$ cat src/rtl/vra_pkg.sv
// ----------------------------------------------------------------------------
// vra_pkg
// Shared types and constants of the variable-size ring allocator.
// ----------------------------------------------------------------------------
package vra_pkg;

  // Ring geometry. RING_BYTES is a power of two, so offsets wrap by truncation.
  localparam int RING_BYTES   = 1024;
  localparam int HEADER_BYTES = 8;
  localparam int OFF_W        = $clog2(RING_BYTES);
  localparam int CALC_W       = OFF_W + 2;

  // Field widths of the stream words
  localparam int OP_W     = 2;
  localparam int SIZE_W   = 10;
  localparam int POS_W    = 10;
  localparam int STATUS_W = 2;
  localparam int IN_W     = 24;
  localparam int OUT_W    = 24;

  typedef enum logic [1:0] {
    KIND_NONE  = 2'd0,
    KIND_ALLOC = 2'd1,
    KIND_READY = 2'd2,
    KIND_SKIP  = 2'd3
  } entry_kind_e;

  typedef enum logic [OP_W-1:0] {
    OP_ALLOC   = 2'd0,
    OP_ENQUEUE = 2'd1,
    OP_GET     = 2'd2,
    OP_FREE    = 2'd3
  } op_e;

  typedef enum logic [STATUS_W-1:0] {
    ST_OK       = 2'd0,
    ST_NO_SPACE = 2'd1,
    ST_EMPTY    = 2'd2,
    ST_WRONG    = 2'd3
  } status_e;

  // One header entry: payload span and record kind
  typedef struct packed {
    entry_kind_e       kind;
    logic [SIZE_W-1:0] span;
  } hdr_t;

  // Placement decision for an allocate request
  typedef struct packed {
    logic              ok;
    logic              wrap;
    logic [SIZE_W-1:0] skip_span;
    logic [OFF_W-1:0]  alloc_at;
    logic [OFF_W-1:0]  next_tail;
    logic [POS_W-1:0]  pos;
  } place_t;

endpackage

$ cat src/rtl/vra_place.sv
// ----------------------------------------------------------------------------
// vra_place
// Decide where an allocate request lands in the ring, and whether it wraps.
// ----------------------------------------------------------------------------
module vra_place import vra_pkg::*; (
  input  logic [OFF_W-1:0]  head_i,
  input  logic [OFF_W-1:0]  tail_i,
  input  logic [SIZE_W-1:0] req_i,
  output place_t            place_o
);

  logic [CALC_W-1:0] head_w;
  logic [CALC_W-1:0] tail_w;
  logic [CALC_W-1:0] total;
  logic [CALC_W-1:0] hdr_w;
  logic [CALC_W-1:0] ring_w;
  logic [CALC_W-1:0] room_all;
  logic [CALC_W-1:0] room_top;
  logic [CALC_W-1:0] free_low;
  logic [CALC_W-1:0] gap;
  logic [CALC_W-1:0] alloc_w;
  logic              fit_end;
  logic              fit_wrap;

  always_comb begin
    head_w   = CALC_W'(head_i);
    tail_w   = CALC_W'(tail_i);
    hdr_w    = CALC_W'(HEADER_BYTES);
    ring_w   = CALC_W'(RING_BYTES);
    total    = CALC_W'(req_i) + hdr_w;
    room_all = head_w + ring_w - tail_w - CALC_W'(1);
    room_top = ring_w - tail_w;
    // space below the head when placement restarts at offset zero
    free_low = head_w - CALC_W'(1);
    fit_end  = (total <= room_top);
    fit_wrap = (head_w != '0) && (total <= free_low);
    gap      = (room_top >= hdr_w) ? (room_top - hdr_w) : '0;

    place_o = '0;
    if (tail_w >= head_w) begin
      place_o.ok   = (total <= room_all) && (fit_end || fit_wrap);
      place_o.wrap = (total <= room_all) && !fit_end && fit_wrap;
    end else begin
      place_o.ok   = (total <= head_w - tail_w - CALC_W'(1));
      place_o.wrap = 1'b0;
    end
    place_o.skip_span = SIZE_W'(gap);
    alloc_w           = place_o.wrap ? '0 : tail_w;
    place_o.alloc_at  = OFF_W'(alloc_w);
    place_o.next_tail = OFF_W'(alloc_w + total);
    place_o.pos       = POS_W'(alloc_w + hdr_w);
  end

endmodule

$ cat config.mk
export PLATFORM = sky130hd
export DESIGN_NAME = vra_place
export DESIGN_NICKNAME = d
export VERILOG_FILES = /design/src/rtl/vra_pkg.sv /design/src/rtl/vra_place.sv
export SDC_FILE = /design/constraint.sdc
export NUM_CORES = 1
export LEC_CHECK = 0
export BUFFER_PORTS_ARGS = -buffer_cell sky130_fd_sc_hd__clkbuf_2
export CORE_MARGIN = 3
export CORE_UTILIZATION = 50
export DETAILED_ROUTE_END_ITERATION = 10
export PLACE_DENSITY = 0.8
export SLEW_MARGIN = 40
export SYNTH_ARGS = -nofsm -noshare
export SYNTH_HDL_FRONTEND = slang
export SYNTH_SLANG_ARGS = --single-unit
export TNS_END_PERCENT = 100
$ cat constraint.sdc
create_clock -name vclk -period 7.17
set_input_delay 0.717 -clock vclk [all_inputs]
set_output_delay 0.717 -clock vclk [all_outputs]
set_load 0.005 [all_outputs]
==> results of run 1 <==
## cells by family after synthesis
kind of cell | share of synthesized area
mux | 0.00679
compound gates | 0.209
simple gates | 0.264
buf+inv | 0.0599
xor+xnor | 0.170
fa+ha+maj | 0.291
## layout make-up
| cell class | count | area, um^2 |
|---|---|---|
| multi-input combinational | 388 | 2980 |
| fill | 546 | 2400 |
| timing repair buffer | 78 | 409 |
| inverter | 29 | 109 |
| tap | 75 | 93.8 |
## cell usage in the layout, fill, tap and decap left out, types with 3 or more instances in the layout
| master | Yosys | routed |
|---|---|---|
| a21o_1 | 9 | 9 |
| ha_1 | 68 | 67 |
| nand3b_1 | 3 | 3 |
| o21a_1 | 4 | 4 |
| a21oi_2 | 1 | 3 |
| nor4_1 | 3 | 3 |
| o21ai_0 | 14 | 14 |
| a211oi_1 | 6 | 6 |
| nand4_1 | 13 | 13 |
| a21oi_1 | 31 | 29 |
| nor3_1 | 14 | 14 |
| fa_1 | 3 | 3 |
| clkbuf_2 | 1 | 72 |
| and3_1 | 5 | 5 |
| nor3b_1 | 3 | 3 |
| nor2b_1 | 9 | 9 |
| or2_2 | 4 | 4 |
| nor2_1 | 47 | 46 |
| inv_1 | 28 | 28 |
| nand3_1 | 20 | 20 |
| buf_4 | 3 | 5 |
| xnor2_1 | 43 | 43 |
| nand2_1 | 21 | 21 |
| o211ai_1 | 3 | 3 |
| xor2_1 | 16 | 16 |
| o21bai_1 | 7 | 6 |
| a211o_1 | 3 | 3 |
## metal layers
| layer | up-vias | share of wire | wire [um] |
|---|---|---|---|
| met3 | 22 | 0.059 | 559 |
| met4 | 0 | 0.032 | 302 |
| met1 | 1615 | 0.43 | 4040 |
| met2 | 147 | 0.48 | 4580 |
| li1 | 1695 | - | - |
| met5 | - | 0 | 0 |
## worst paths after layout
kind                       from           to  slack, ns  depth (start not counted)
worst min-delay path  tail_i[3]   place_o[3]       1.78                          3
worst max-delay path  tail_i[1]  place_o[19]       0.35                         27
## timing repair
item | in CTS | in global routing
endpoints found under the setup margin | 1 | 3
buffers inserted | 0 | 0
pin swaps | 0 | 1
gates resized for setup | 1 | 9
## stage by stage
step	setup TNS (ns)	total power [mW]	worst slack (ns)	hold WS (ns)	area, um^2
detailed placement	-0.0438	0.404	-0.0438	1.77	3550
finish	0	0.418	0.350	1.78	3590
floorplan	0	0.280	0.614	1.48	3130
global route	0	0.464	0.00977	1.80	3590
global placement	0	0.391	0.151	1.75	3550
CTS	0	0.407	0.0642	1.77	3560
## power breakdown
group	total, mW	switching [mW]	leakage [nW]	internal (mW)
clock network	0	0	0	0
logic	0.418	0.237	1.72	0.181
registers	0	0	0	0
==> metrics.cfg, run 1 <==
[status]
outcome = finished clean

[cells_and_area]
flops_and_latches = 0
clock_buffers = 0
synthToLayoutAreaGrowth_pct = 14.7
layout.nets = 598
final_core_util = 0.600
fin_cells = 570
n_antenna_cell = 0
layout-drive-gt1-share = 0.200
seq_area_um2 = 0

[timing]
slew_violations = 0
worst_pin_slew_ns = 0.718
finalHoldViolations = 0
clock.fmax_mhz = 147
slew_headroom = 0.518
setup_violations = 0
post-route-period-util = 0.951
rsz0062_at_grt = no
fin_crit_ns = 6.82

[clocking]
holdBufCountCts = 0

[detailed_routing]
viasPerCell = 6.10
routed_wl_um = 9480
antenna_left = 0
drt_iter0_drc = 220
dr.pass1.iters = 7
wire_per_inst_um = 16.6
drcViolationCount = 0
vias = 3479

[run]
cap_violations = 0

[worst_setup_path]
cp_num_buf_inv = 4
startpoint_type = input port
cp_max_fo = 15
cpMaxStageDelayCell = o41a_1
critPathKind = in2out
worstPathRequired_ns = 6.45
end_kind = output pin
cp.arrival_ns = 6.10
crit_path_max_incr_delay_ns = 0.41
critPathTopFamily = compound AO/OA/AOI/OAI gates

[logic_synthesis]
avgSynthCellArea_um2 = 7.30
seq_area_frac_synth = 0
yosysTopAreaCell = ha_1
syn_inst = 429
synth_top_area_share = 0.272
synth_area_leaders = ha_1 27%, xnor2_1 12%, nor2_1 5.6%, a21oi_1 5.0%, xor2_1 4.5%
syn-cell-area_um2 = 3130
synth_nets = 530
yosys_warnings = 0
synth.most_common_cell = ha_1
synthDistinctLibCells = 63
synth_common_cells = 68 x ha_1, 47 x nor2_1, 43 x xnor2_1

[placed_design]
dp.cells = 570
numPortBuffers = 72
dp_hpwl_um = 8160
finalWeightedCongestion = 0.965

[global_routing]
antenna_found_initial = 0
grt_max_degree = 16
track_usage = 0.252
overflow = 0
grt_pass1_vias = 3266
grt_util_met3 = 0.0165
grtUsageMet1 = 0.311
grt_busiest_layer = met2
met2_usage = 0.462
grt_pass1_wl_um = 15100

[floorplanning]
core_um2 = 5990
ios = 72
fp.dieH_um = 85.1
fp.dieW_um = 85.1
floorplan.rows = 28
die-area_um2 = 7250
initial_core_util = 0.523

[power]
vdd_ir_drop_max_mv = 0.0530
power.density_nw_per_um2 = 116
p_leak_nw = 1.72

[worst_hold_path]
hold_class = in2out

(Power assumes the default switching activity.)
==> inputs of run 2 (changes only) <==
Settings changed: PLACE_DENSITY 0.8 to 0.75.
Clock period 7.17 ns to 7.9 ns, I/O delays scaled along.
==> run 2 against run 1 <==
Against the previous run:
- cell area shrank 1.9%
- clock-buffer cell count is the same
- non-clock buffer count is 4 lower
- die area is the same
- critical path depth shrank 1
- setup slack improved by 0.19 ns
- largest power group unchanged
- sequential share of layout area is the same
- via count fell by 2.4%
- sequential cell count unchanged
- power shrank 12%
- cell count shrank 0.70%
==> metrics.cfg, run 2 (same netlist as run 1, synthesis figures left out) <==
[status]
outcome = finished clean  ; unchanged

[cells_and_area]
multi_input_area_um2 = 2950  ; was 2980 um^2
final_cell_mix = 72 x clkbuf_2, 68 x ha_1, 47 x nor2_1  ; was 72 x clkbuf_2, 67 x ha_1, 46 x nor2_1
clock_buffers = 0  ; unchanged
design_area_um2 = 3520  ; was 3590 um^2
synthToLayoutAreaGrowth_pct = 12.5  ; was 14.7%
seq_area_um2 = 0  ; unchanged
n_antenna_cell = 0  ; unchanged
layout.nets = 594  ; was 598
final_common_cell = clkbuf_2  ; unchanged
fillers = 562  ; was 546
layout-drive-gt1-share = 0.181  ; was 0.200
flops_and_latches = 0  ; unchanged

[detailed_routing]
vias = 3397  ; was 3479
drt_iter0_drc = 155  ; was 220
routed_wl_um = 9120  ; was 9480 um
drcViolationCount = 0  ; unchanged
viasPerCell = 6.00  ; was 6.10
dr.pass1.iters = 5  ; was 7
antenna_left = 0  ; unchanged
wire_per_inst_um = 16.1  ; was 16.6 um

[timing]
rsz0062_at_grt = no  ; unchanged
post-route-period-util = 0.932
finalHoldViolations = 0  ; unchanged
clock.fmax_mhz = 136
slew_headroom = 0.487  ; was 0.518
fin_crit_ns = 7.36
tns_ns = 0  ; unchanged
setup_violations = 0  ; unchanged
slew_violations = 0  ; unchanged
worst_pin_slew_ns = 0.768  ; was 0.718 ns

[power]
vdd_ir_drop_max_mv = 0.0508  ; was 0.0530 mV
power.density_nw_per_um2 = 104  ; was 116 nW/um^2
p_leak_nw = 1.70  ; was 1.72 nW

[worst_setup_path]
cpMaxStageDelayCell = a31oi_1  ; was o41a_1
cp_common_cell = a21oi_1
cp.depth = 26  ; was 27
worstPathRequired_ns = 7.11  ; was 6.45 ns
end_kind = output pin  ; unchanged
cp_num_buf_inv = 3  ; was 4
worstSetupStartpoint = tail_i[1]  ; unchanged
critPathKind = in2out  ; unchanged
critPathTopFamily = compound AO/OA/AOI/OAI gates  ; unchanged
endpoint = place_o[19]  ; unchanged
cp_max_fo = 8  ; was 15
startpoint_type = input port  ; unchanged
cp.arrival_ns = 6.57  ; was 6.10 ns
crit_path_max_incr_delay_ns = 0.51  ; was 0.41 ns

[global_routing]
grt_pass1_vias = 3243  ; was 3266
track_usage = 0.246  ; was 0.252
grt_max_degree = 10  ; was 16
overflow = 0  ; unchanged
antenna_found_initial = 0  ; unchanged
grt_pass1_wl_um = 14900  ; was 15100 um

[floorplanning]
core_um2 = 5990  ; unchanged
die-area_um2 = 7250  ; unchanged
ios = 72  ; unchanged
initial_core_util = 0.523  ; unchanged
floorplan.rows = 28  ; unchanged
fp.dieH_um = 85.1  ; unchanged
fp.dieW_um = 85.1  ; unchanged

[run]
cap_violations = 0  ; unchanged

[placed_design]
numPortBuffers = 72  ; unchanged
dp_hpwl_um = 7920  ; was 8160 um
finalWeightedCongestion = 0.981  ; was 0.965
place_area_um2 = 3520  ; was 3550 um^2

[clocking]
cts_setup_buffers = 0  ; unchanged
holdBufCountCts = 0  ; unchanged
ctsResizeCount = 0  ; was 1

[worst_hold_path]
hold_class = in2out  ; unchanged

[run 2: cell types whose count changed in the layout (fill, tap and decap cells not counted), sizes merged]
cell	before	now
buf	6	2
[run 2: area by class of cell]
type,instances,area share
multi-input cells,388,0.836
inverters,29,0.0309
repair buffers,74,0.106
well taps,75,0.0266
[run 2: how the worst min path moves through the flow]
stage	endpoint	from	depth (start not counted)
floorplan	place_o[3]	tail_i[3]	1
global placement	place_o[10]	req_i[0]	3
detailed placement	place_o[10]	req_i[0]	3
CTS	place_o[10]	req_i[0]	3
global route	place_o[10]	req_i[0]	3
finish	place_o[10]	req_i[0]	3
[run 2: per-layer routing]
layer	global-route usage	routed length (um)	vias to the layer above
met5	0	0	-
met4	0.0604	250	0
met3	0.0155	592	20
met2	0.448	4480	129
met1	0.314	3800	1555
li1	-	-	1693
[run 2: through the flow]
stage | total power, mW | hold slack [ns] | setup WS [ns] | utilization | std cells
floorplan | 0.254 | 1.63 | 1.20 | - | 429
global placement | 0.354 | 1.89 | 0.687 | 0.588 | 566
detailed placement | 0.363 | 1.89 | 0.444 | 0.588 | 566
CTS | 0.365 | 1.89 | 0.445 | 0.588 | 566
global route | 0.412 | 1.91 | 0.0268 | 0.588 | 566
finish | 0.367 | 1.89 | 0.537 | 0.588 | 566
[run 2: report_power, final]
part / switching [mW] / leakage (nW) / internal, mW
registers: 0 / 0 / 0
clock network: 0 / 0 / 0
logic: 0.208 / 1.70 / 0.159
